$ cat src/rtl/btrg_pkg.sv
package btrg_pkg;

	typedef enum logic [1:0] {
		ST_IDLE,
		ST_WALK,
		ST_FLUSH
	} btrg_state_t;

	localparam logic [0:0] REG_SCREEN_WIDTH  = 1'b0;
	localparam logic [0:0] REG_SCREEN_HEIGHT = 1'b1;

	localparam logic [7:0] CHAR_SPACE = 8'h20;
	localparam int         ROM_COLS   = 5;

	// one glyph column, bit 0 is the top row; columns past the rom are blank
	function automatic logic [7:0] glyph_column(input logic [7:0] code, input logic [2:0] col);
		logic [39:0] g;
		logic [7:0]  res;
		case (code)
			8'h30: g = 40'h3E_45_49_51_3E;
			8'h31: g = 40'h00_40_7F_42_00;
			8'h32: g = 40'h46_49_51_61_42;
			8'h33: g = 40'h31_4B_45_41_21;
			8'h34: g = 40'h10_7F_12_14_18;
			8'h35: g = 40'h39_45_45_45_27;
			8'h36: g = 40'h30_49_49_4A_3C;
			8'h37: g = 40'h03_05_09_71_01;
			8'h38: g = 40'h36_49_49_49_36;
			8'h39: g = 40'h1E_29_49_49_06;
			8'h45: g = 40'h41_49_49_49_7F;
			8'h46: g = 40'h01_09_09_09_7F;
			8'h4B: g = 40'h41_22_14_08_7F;
			8'h4C: g = 40'h40_40_40_40_7F;
			8'h4D: g = 40'h7F_02_0C_02_7F;
			8'h4F: g = 40'h3E_41_41_41_3E;
			8'h52: g = 40'h46_29_19_09_7F;
			8'h53: g = 40'h31_49_49_49_46;
			8'h57: g = 40'h7F_20_18_20_7F;
			8'h2E: g = 40'h00_00_60_60_00;
			default: g = 40'h0;
		endcase
		if (int'(col) < ROM_COLS) res = g[{col, 3'b000} +: 8];
		else res = 8'h00;
		return res;
	endfunction

endpackage

$ cat src/rtl/bitmap_text_rect_generator_core.sv
// channel  dir  tdata (low bit up)                                       tuser / tlast
// s_*      in   char_code, start_x, start_y, scale, color (52 of 56 bits) first_of_text
// m_*      out  rect_x, rect_y, rect_w, rect_h, fill_color (44 of 48)      last_of_char
// cfg_*    in   write port: 0 screen_width, 1 screen_height
//
// a character goes ST_IDLE, ST_WALK (one step per dot), ST_FLUSH; a space skips ST_WALK;
// the glyph walk visits one dot per cycle, unless a square stalls on m_tready, through one
// x/y position adder pair and clipper; squares are held one deep so the final one can be marked
// arst_n resets control state, cursor, held scale and screen registers; walk counters and payload are not reset
module bitmap_text_rect_generator_core import btrg_pkg::*; #(
	parameter int GLYPH_COLUMNS = 5,
	parameter int GLYPH_ROWS    = 7
) (
	input  logic        clk,
	input  logic        arst_n,
	input  logic        s_tvalid,
	output logic        s_tready,
	input  logic [55:0] s_tdata,   // char_code, start_x, start_y, scale, color
	input  logic        s_tuser,   // first_of_text
	output logic        m_tvalid,
	input  logic        m_tready,
	output logic [47:0] m_tdata,   // rect_x, rect_y, rect_w, rect_h, fill_color
	output logic        m_tlast,   // last_of_char
	input  logic        cfg_we,
	input  logic [0:0]  cfg_idx,
	input  logic [9:0]  cfg_data
);

	localparam int COL_W = (GLYPH_COLUMNS > 1) ? $clog2(GLYPH_COLUMNS) : 1;
	localparam int ROW_W = (GLYPH_ROWS > 1) ? $clog2(GLYPH_ROWS) : 1;

	btrg_state_t state_q, state_nxt;

	logic [9:0]        screen_w_q, screen_h_q;
	logic signed [15:0] cursor_q;
	logic [11:0]       y_q;
	logic [3:0]        scale_q;
	logic [15:0]       color_q;
	logic [7:0]        code_q;
	logic              space_q;
	logic [COL_W-1:0]  col_q;
	logic [ROW_W-1:0]  row_q;
	logic signed [16:0] px_q;
	logic signed [13:0] py_q;

	logic        pend_valid_q;
	logic [9:0]  pend_x_q, pend_y_q;
	logic [3:0]  pend_w_q, pend_h_q;

	logic        out_valid_q, out_last_q;
	logic [9:0]  out_x_q, out_y_q;
	logic [3:0]  out_w_q, out_h_q;
	logic [15:0] out_color_q;

	logic        accept, out_free, bit_set, hit, stall, step, last_bit, push, flush_done;
	logic [15:0] cur_start;
	logic [7:0]  col_bits;
	logic signed [17:0] x18, xe18, cx18, rx18, w18;
	logic signed [17:0] y18, ye18, cy18, ry18, h18;
	logic signed [17:0] scale18, sw18, sh18, sum18;
	logic [6:0]  adv;

	assign accept   = s_tvalid && s_tready;
	assign out_free = !out_valid_q || m_tready;

	// clipper: one square at (px, py)
	assign scale18 = $signed({14'b0, scale_q});
	assign sw18    = $signed({8'b0, screen_w_q});
	assign sh18    = $signed({8'b0, screen_h_q});
	assign x18  = {px_q[16], px_q};
	assign xe18 = x18 + scale18;
	assign cx18 = x18[17] ? 18'sd0 : x18;
	assign rx18 = (xe18 > sw18) ? sw18 : xe18;
	assign w18  = rx18 - cx18;
	assign y18  = {{4{py_q[13]}}, py_q};
	assign ye18 = y18 + scale18;
	assign cy18 = y18[17] ? 18'sd0 : y18;
	assign ry18 = (ye18 > sh18) ? sh18 : ye18;
	assign h18  = ry18 - cy18;

	assign col_bits = glyph_column(code_q, 3'(col_q));
	assign bit_set  = col_bits[row_q];
	assign hit      = bit_set && !w18[17] && (w18 != 18'sd0) && !h18[17] && (h18 != 18'sd0);
	assign last_bit = (col_q == COL_W'(GLYPH_COLUMNS - 1)) && (row_q == ROW_W'(GLYPH_ROWS - 1));

	assign cur_start = s_tuser ? {{4{s_tdata[19]}}, s_tdata[19:8]} : cursor_q;

	// cursor advance, saturating; the step is never negative
	assign adv   = space_q ? {1'b0, scale_q, 2'b00} : ({1'b0, scale_q, 2'b00} + {2'b0, scale_q, 1'b0});
	assign sum18 = {{2{cursor_q[15]}}, cursor_q} + $signed({11'b0, adv});

	always_comb begin
		state_nxt = state_q;
		case (state_q)
			ST_IDLE: begin
				if (accept) state_nxt = (s_tdata[7:0] == CHAR_SPACE) ? ST_FLUSH : ST_WALK;
			end
			ST_WALK: begin
				if (step && last_bit) state_nxt = ST_FLUSH;
			end
			ST_FLUSH: begin
				if (flush_done) state_nxt = ST_IDLE;
			end
			default: state_nxt = ST_IDLE;
		endcase
	end

	always_comb begin
		s_tready   = 1'b0;
		stall      = 1'b0;
		step       = 1'b0;
		push       = 1'b0;
		flush_done = 1'b0;
		case (state_q)
			ST_IDLE: s_tready = 1'b1;
			ST_WALK: begin
				stall = hit && pend_valid_q && !out_free;
				step  = !stall;
				push  = hit && pend_valid_q && out_free;
			end
			ST_FLUSH: begin
				flush_done = !pend_valid_q || out_free;
				push       = pend_valid_q && out_free;
			end
			default: ;
		endcase
	end

	always_ff @(posedge clk or negedge arst_n) begin
		if (!arst_n) begin
			state_q      <= ST_IDLE;
			screen_w_q   <= 10'd284;
			screen_h_q   <= 10'd76;
			cursor_q     <= 16'sd0;
			y_q          <= 12'd0;
			scale_q      <= 4'd1;
			color_q      <= 16'd0;
			pend_valid_q <= 1'b0;
			out_valid_q  <= 1'b0;
		end else begin
			state_q <= state_nxt;
			if (cfg_we) begin
				case (cfg_idx)
					REG_SCREEN_WIDTH:  screen_w_q <= cfg_data;
					REG_SCREEN_HEIGHT: screen_h_q <= cfg_data;
					default: ;
				endcase
			end
			if (accept) begin
				cursor_q <= cur_start;
				if (s_tuser) begin
					y_q     <= s_tdata[31:20];
					scale_q <= s_tdata[35:32];
					color_q <= s_tdata[51:36];
				end
			end
			if (state_q == ST_WALK && step && hit) pend_valid_q <= 1'b1;
			else if (state_q == ST_FLUSH && flush_done) pend_valid_q <= 1'b0;
			if (state_q == ST_FLUSH && flush_done)
				cursor_q <= (sum18 > 18'sd32767) ? 16'sd32767 : sum18[15:0];
			if (push) out_valid_q <= 1'b1;
			else if (m_tready) out_valid_q <= 1'b0;
		end
	end

	// walk counters, positions and square payload
	always_ff @(posedge clk) begin
		if (accept) begin
			code_q  <= s_tdata[7:0];
			space_q <= (s_tdata[7:0] == CHAR_SPACE);
			col_q   <= '0;
			row_q   <= '0;
			px_q    <= {cur_start[15], cur_start};
			py_q    <= s_tuser ? {{2{s_tdata[31]}}, s_tdata[31:20]} : {{2{y_q[11]}}, y_q};
		end else if (state_q == ST_WALK && step) begin
			if (row_q == ROW_W'(GLYPH_ROWS - 1)) begin
				row_q <= '0;
				col_q <= col_q + 1'b1;
				px_q  <= px_q + $signed({13'b0, scale_q});
				py_q  <= {{2{y_q[11]}}, y_q};
			end else begin
				row_q <= row_q + 1'b1;
				py_q  <= py_q + $signed({10'b0, scale_q});
			end
		end
		if (state_q == ST_WALK && step && hit) begin
			pend_x_q <= cx18[9:0];
			pend_y_q <= cy18[9:0];
			pend_w_q <= w18[3:0];
			pend_h_q <= h18[3:0];
		end
		if (push) begin
			out_x_q     <= pend_x_q;
			out_y_q     <= pend_y_q;
			out_w_q     <= pend_w_q;
			out_h_q     <= pend_h_q;
			out_color_q <= color_q;
			out_last_q  <= (state_q == ST_FLUSH);
		end
	end

	assign m_tvalid = out_valid_q;
	assign m_tdata  = {4'b0, out_color_q, out_h_q, out_w_q, out_y_q, out_x_q};
	assign m_tlast  = out_last_q;

`ifndef NO_ASSERTIONS
	a_idle_no_pending: assert property (@(posedge clk) disable iff (!arst_n)
		s_tready |-> !pend_valid_q)
		else $error("square left pending while idle");

	a_flush_marks_last: assert property (@(posedge clk) disable iff (!arst_n)
		(state_q == ST_FLUSH && push) |=> (m_tvalid && m_tlast))
		else $error("final square not marked");

	a_walk_not_last: assert property (@(posedge clk) disable iff (!arst_n)
		(state_q == ST_WALK && push) |=> (m_tvalid && !m_tlast))
		else $error("inner square marked last");

	a_zero_scale_no_hit: assert property (@(posedge clk) disable iff (!arst_n)
		(state_q == ST_WALK && scale_q == 4'd0) |-> !hit)
		else $error("empty square accepted");

	a_flush_to_idle: assert property (@(posedge clk) disable iff (!arst_n)
		(state_q == ST_FLUSH && flush_done) |=> s_tready)
		else $error("not ready after character");
`endif

endmodule

$ cat config.mk
export PLATFORM = sky130hd
export DESIGN_NAME = bitmap_text_rect_generator_core
export DESIGN_NICKNAME = d
export VERILOG_FILES = /design/src/rtl/btrg_pkg.sv /design/src/rtl/bitmap_text_rect_generator_core.sv
export SDC_FILE = /design/constraint.sdc
export NUM_CORES = 1
export LEC_CHECK = 0
export BUFFER_PORTS_ARGS = -buffer_cell sky130_fd_sc_hd__buf_2
export CAP_MARGIN = 10
export CORE_UTILIZATION = 35
export CTS_BUF_LIST = sky130_fd_sc_hd__clkbuf_4 sky130_fd_sc_hd__clkbuf_8 sky130_fd_sc_hd__clkbuf_16
export CTS_CLUSTER_DIAMETER = 200
export CTS_CLUSTER_SIZE = 24
export DETAILED_ROUTE_END_ITERATION = 16
export HOLD_SLACK_MARGIN = 0.06
export PLACE_DENSITY_LB_ADDON = 0.25
export SYNTH_ARGS = -nofsm -noshare
export SYNTH_HDL_FRONTEND = slang
export SYNTH_SLANG_ARGS = --single-unit
$ cat constraint.sdc
create_clock -name clk -period 13.6 [get_ports clk]
set_clock_uncertainty 0.15 [all_clocks]
set_input_delay 1.36 -clock clk [delete_from_list [all_inputs] [get_ports clk]]
set_output_delay 1.36 -clock clk [all_outputs]
set_load 0.03 [all_outputs]
* After elaboration in Yosys (flattened, before gate mapping)
Cells that the tools add are included.
** Cells by class
- Add/subtract/negate cells :: 10
- Magnitude comparators :: 5
- Equality and inequality tests :: 28
- Shift operators :: 1
- Mux-type cells :: 34
- Bitwise logic cells :: 1
- Reductions and logical operators :: 36
** Operators with widths (count)
- 39-bit case mux with 20 select lines :: 1
- 8-bit by 6-bit == test with 1-bit output (second input constant) :: 12
- 16-bit 2-to-1 mux :: 5
- 8-bit by 7-bit == test with 1-bit output (second input constant) :: 9
- 14-bit 2-to-1 mux :: 4
- 17-bit 2-to-1 mux :: 3
- 40-bit by 7-bit variable part select with 8-bit output :: 1
- 18-bit 2-to-1 mux :: 2
- 18-bit nonzero test :: 2
- 17-bit by 5-bit adder with 18-bit output :: 1
- 18-bit by 11-bit > comparator with 1-bit output :: 1
- 18-bit by 14-bit subtractor with 18-bit output :: 1
- 18-bit by 17-bit subtractor with 18-bit output :: 1
- 16-bit by 8-bit adder with 17-bit output :: 1
- 17-bit by 5-bit adder with 17-bit output :: 1
- 17-bit by 16-bit > comparator with 1-bit output (second input constant) :: 1
- 14-bit by 5-bit adder with 15-bit output :: 1
- 15-bit by 11-bit > comparator with 1-bit output :: 1
- 14-bit by 5-bit adder with 14-bit output :: 1
- 1-bit logical AND :: 14
- 13-bit 2-to-1 mux :: 1
- 2-bit AND reduction :: 5
- 2-bit nonzero test :: 5
- 1-bit 2-to-1 mux :: 8
- other kinds (20) :: 33
** Storage, ports and cells
- Register bits :: 191
- Output and inout port bits :: 51
- Logic and storage cells :: 140

* Depth between registers and ports, before layout
- Depth after elaboration :: 17
- Gate-level depth with buffers :: 31
- Depth with buffers taken out :: 31

* Least setup slack after synthesis
No wires, ideal clock.
- Path type :: reg2reg
- Start :: reg scale_q[0]
- End :: reg out_last_q (netlist: m_tlast) (enable)
- Library setup time :: 0.518 ns
- Arrival time :: 9.726 ns
- Data required time :: 12.932 ns
- Path slack :: 3.206 ns
- Stages on the path, launching flop included :: 28
- Buffers on the path :: 0
- Clock period less this slack :: 10.394 ns
- Cells stage by stage :: dfstp_2 > ha_1 > inv_1 > fa_1 > nor2b_1 > o21ai_0 > a21boi_1 > nand2_1 > xnor2_1 > ha_1 > a21o_1 > a21oi_1 > o21ai_0 > a21o_1 > a21oi_1 > nor2_1 > o41ai_2 > mux2_2 > ha_1 > a21o_1 > a31oi_1 > a21o_1 > a21boi_0 > a211oi_1 > mux2i_1 > a311o_1 > o31a_1 > a211oi_1
** On the way
- Longest elaborated chain between the ends :: 12
- Elaborated cells on any way between the ends :: 19
- Those cells by class :: add/sub: 4; order compare: 2; mux: 3; reduce/logical: 10
** Ends and longest elaborated chain
- start: declaration :: line bitmap_text_rect_generator_core.sv:37 : logic [3:0] scale_q;
- start signal: assignment :: line bitmap_text_rect_generator_core.sv:153 : scale_q <= s_tdata[35:32];
- parallel branches: the longest is 8 deep, another holds 17-bit by 5-bit adder with 18-bit output
- 1-bit logical AND * :: line bitmap_text_rect_generator_core.sv:83 : assign hit = bit_set && !w18[17] && (w18 != 18'sd0) && !h18[17] && (h18 != 18'sd0);
- 1-bit logical AND * (2 in series) :: line bitmap_text_rect_generator_core.sv:119 : push = hit && pend_valid_q && out_free;
- 1-bit case mux with 2 select lines * :: line bitmap_text_rect_generator_core.sv:114 : case (state_q)
- net push :: line bitmap_text_rect_generator_core.sv:55 : logic accept, out_free, bit_set, hit, stall, step, last_bit, push, flush_done;
- end signal: assignment :: line bitmap_text_rect_generator_core.sv:198 : out_last_q <= (state_q == ST_FLUSH);
- end: declaration :: line bitmap_text_rect_generator_core.sv:50 : logic out_valid_q, out_last_q;
Mark *: on every way through the listed nets, which the timed path passes.
A chain may end at the register's enable or synchronous reset.

* Worst setup path in the final report
- Start :: reg scale_q[0]
- End :: reg py_q[2] (enable)
** On the way
- Longest elaborated chain between the ends :: 15
- Elaborated cells on any way between the ends :: 22
- Those cells by class :: add/sub: 4; order compare: 2; mux: 3; reduce/logical: 13
** Ends and longest elaborated chain
- parallel branches: the longest is 8 deep, another holds 17-bit by 5-bit adder with 18-bit output
- 1-bit logical AND * :: line bitmap_text_rect_generator_core.sv:83
- 1-bit logical AND * (2 in series) :: line bitmap_text_rect_generator_core.sv:117 : stall = hit && pend_valid_q && !out_free;
- 1-bit zero test * :: line bitmap_text_rect_generator_core.sv:118 : step = !stall;
- 1-bit 2-to-1 mux * :: line bitmap_text_rect_generator_core.sv:114
- 1-bit logical AND * :: line bitmap_text_rect_generator_core.sv:175 : end else if (state_q == ST_WALK && step) begin
- 2-bit nonzero test (no line) *
- end signal: assignment :: line bitmap_text_rect_generator_core.sv:174 : py_q <= s_tuser ? {{2{s_tdata[31]}}, s_tdata[31:20]} : {{2{y_q[11]}}, y_q};
- end signal: assignment :: line bitmap_text_rect_generator_core.sv:180 : py_q <= {{2{y_q[11]}}, y_q};
- end signal: assignment :: line bitmap_text_rect_generator_core.sv:183 : py_q <= py_q + $signed({10'b0, scale_q});
- end: declaration :: line bitmap_text_rect_generator_core.sv:44 : logic signed [13:0] py_q;
Mark *: on every way between the ends.

==> impl_metrics.csv <==
group,metric,value,unit
cts,cts_resized,0,
cts,clkTransAtPathRegs,0.08,ns
sta,hold_ws,0.266,ns
cts,cts_root_buf,"clkbuf_16",
cells_and_area,final_common_cell,"nand2_1",
setup_path,worstPathArrival,8.42,ns
hold_path,whs_path_depth,0,
cts,h-tree-depth,4,
synth,syn_area_per_cell,9.20,um2
cells_and_area,drive_gt1_share,15.2,%
setup_path,r2r-start,"scale_q[0]",
setup_path,reg2reg_setup_slack,5.11,ns
synth,async_flop_share,37.7,%
setup_path,required,13.54,ns
route,wire_per_inst,17.5,um
cts,cts_tree,"done",
setup_path,end_kind,"flop",
pwr,p_leak,5.97,nW
place,portBuffers,115,
route,drt_pass1_iterations,6,
setup_path,r2r_end,"py_q[2]",
sta,finalWorstSetupSlack,5.11,ns
synth,yosysWarnings,0,
cells_and_area,antennaDiodeCount,0,
die,dieWidth,192,um
pwr,swShare,46.0,%
pwr,p_int,1.90,mW
synth,synth-seq-cells,191,
cts,cts_max_path_buffers,2,
cells_and_area,postLayoutCoreUtil,40.1,%
pwr,p_switching,1.62,mW
cells_and_area,fin_cells,1939,
setup_path,start_kind,"flop",
global_routing,grt_pass1_vias,9859,
setup_path,r2r_cells,30,
run,maxCapViolCount,0,
cells_and_area,final_cell_area,14200,um2
global_routing,overflow,0,
hold_path,min_delay_worst_endpoint,"out_w_q[0]",
setup_path,crit_slowest_cell,"nor4_2",
synth,ys.flop_type,"edfxtp_1",
synth,synth_edf_count,113,
sta,fin_crit,8.49,ns
place,hpwl,25800,um
cts,holdBufCountCts,0,
pwr,p_comb_share,58.4,%
pwr,peakVddDrop,0.121,mV
route,drc,0,
die,io_pins,124,
synth,synth_area,12600,um2
cts,cts_setup_buffers,0,
place,dp.cells,1907,
cts,insertion_delay,0.45,ns
sta,setup_viol,0,
outcome,status,"finished, final reports clean",
place,dp_slack,4.99,ns
pwr,power.share.clock,14.2,%
synth,synth_cells,1371,
setup_path,worstPathMaxFanout,14,
sta,finalMaxSlewViolations,0,
cells_and_area,area_growth,12.9,%
route,drtIter0Drc,786,
sta,rsz0062_at_grt,"no",
route,detail-route-antenna-nets,0,
synth,synth.distinct_cells,92,
die,placeableCoreArea,35500,um2
route,post_drt_via_cell_ratio,5.45,
sta,worst_pin_slew,1.02,ns
die,die_h,192,um
route,routed_wl,34000,um
sta,fmax,118,MHz
pwr,total_power,3.52,mW
sta,hold_viol_final,0,
die,initial_core_util,35.6,%
setup_path,critical_path_class,"flop to flop",
global_routing,antenna_found_initial,2,
cells_and_area,fill_cells,3554,
synth,ys_seq_area_share,42.2,%
global_routing,grt_max_degree,53,
cts,cts.sinks,191,
cts,cts_made_buffers,17,
hold_path,worstHoldStart,"pend_w_q[0]",
global_routing,grt.total_usage,18.9,%
sta,setup_tns,0,ns
die,row_count,69,
sta,relSlewSlack,32.0,%
global_routing,grt_pass1_wl,54400,um
cells_and_area,layout_common_cells,"215 x nand2_1, 114 x buf_2, 113 x edfxtp_1, 101 x nor2_1, 99 x a21oi_1",
place,postPlaceCellArea,13600,um2
place,place.gp.congestion,0.918,
pwr,p_per_area,247,nW/um2
sta,period_share,62.4,%
hold_path,hold_path.class,"flop to flop",
pwr,seqPwrFrac,27.5,%
setup_path,crit_path_max_incr_delay,0.72,ns
die,dieArea,36800,um2
route,num_vias,10600,
cells_and_area,fin_nets,1616,
## flip-flops by register name, summed over array words and instances (netlist names), 12 cells and up
signal       cells
py_q            14
color_q         16
cursor_q        16
out_color_q     16
px_q            17
y_q             12
## critical path, delay by kind of cell, from the launching register on
family          cells  cell delay, ns
simple gates        6            1.83
compound gates     13            2.72
mux                 1            0.30
flops               1            0.61
xor+xnor            2            0.53
buf+inv             3            0.37
fa+ha+maj           5            1.59
## cell usage after synthesis (all sizes together) (31+ instances only)
library cell	instances	area share [%]
mux2	31	2.8
nand2	215	6.4
a21oi	100	4.0
inv	85	2.5
nand3	42	1.7
clkbuf	35	1.0
o21ai	75	3.0
dfrtp	64	13
edfxtp	113	27
ha	72	7.1
nor2	102	3.0
nand2b	38	1.9
## cell families (layout without fill, tap and decap cells)
group | Yosys count | in the layout | synth area share, %
multiplexers | 53 | 53 | 4.51
AO/OA/AOI/OAI | 326 | 326 | 16.9
XOR/XNOR | 42 | 42 | 2.92
buffers and inverters | 143 | 247 | 4.56
flip-flops | 191 | 191 | 42.2
adder cells (fa/ha/maj) | 78 | 78 | 8.09
other | 1 | 4 | 0.0297
AND/OR/NAND/NOR | 537 | 537 | 20.7
## worst max path at each step
stage          startpoint      end  slack, ns  depth (start not counted)
2_1_floorplan  scale_q[0]  m_tlast       3.21                         27
3_3_place_gp   scale_q[0]  py_q[7]       5.09                         30
3_5_place_dp   scale_q[0]  py_q[7]       4.99                         29
4_1_cts        scale_q[0]  py_q[2]       4.98                         29
5_1_grt        scale_q[0]  py_q[2]       4.26                         30
6_report       scale_q[0]  py_q[2]       5.11                         30
## area by class of cell
type                       count  area, um2  share of cell area (%)
multi-input combinational   1040       6740                    47.3
sequential                   191       5330                    37.4
timing repair buffer         129        683                    4.80
tap                          461        577                    4.05
clock buffer                  17        425                    2.99
inverter                      86        323                    2.27
clock inverter                15        166                    1.17
## power groups by stage
stage / clock network [mW] / logic [mW] / registers (mW)
after floorplan: 0 / 1.59 / 0.922
after CTS: 0.512 / 2.05 / 0.965
after detailed placement: 0 / 2.03 / 0.978
after global routing: 0.535 / 2.32 / 0.991
after global placement: 0 / 2.00 / 0.971
final: 0.499 / 2.06 / 0.968
## metal layers
layer,up-vias,GRT usage (%),wire length (um)
li1,5145,-,-
met1,5046,26.4,16100
met2,336,30.4,15600
met3,35,3.22,1880
met4,4,4.06,343
met5,-,0,20
(Power assumes the default switching activity.)
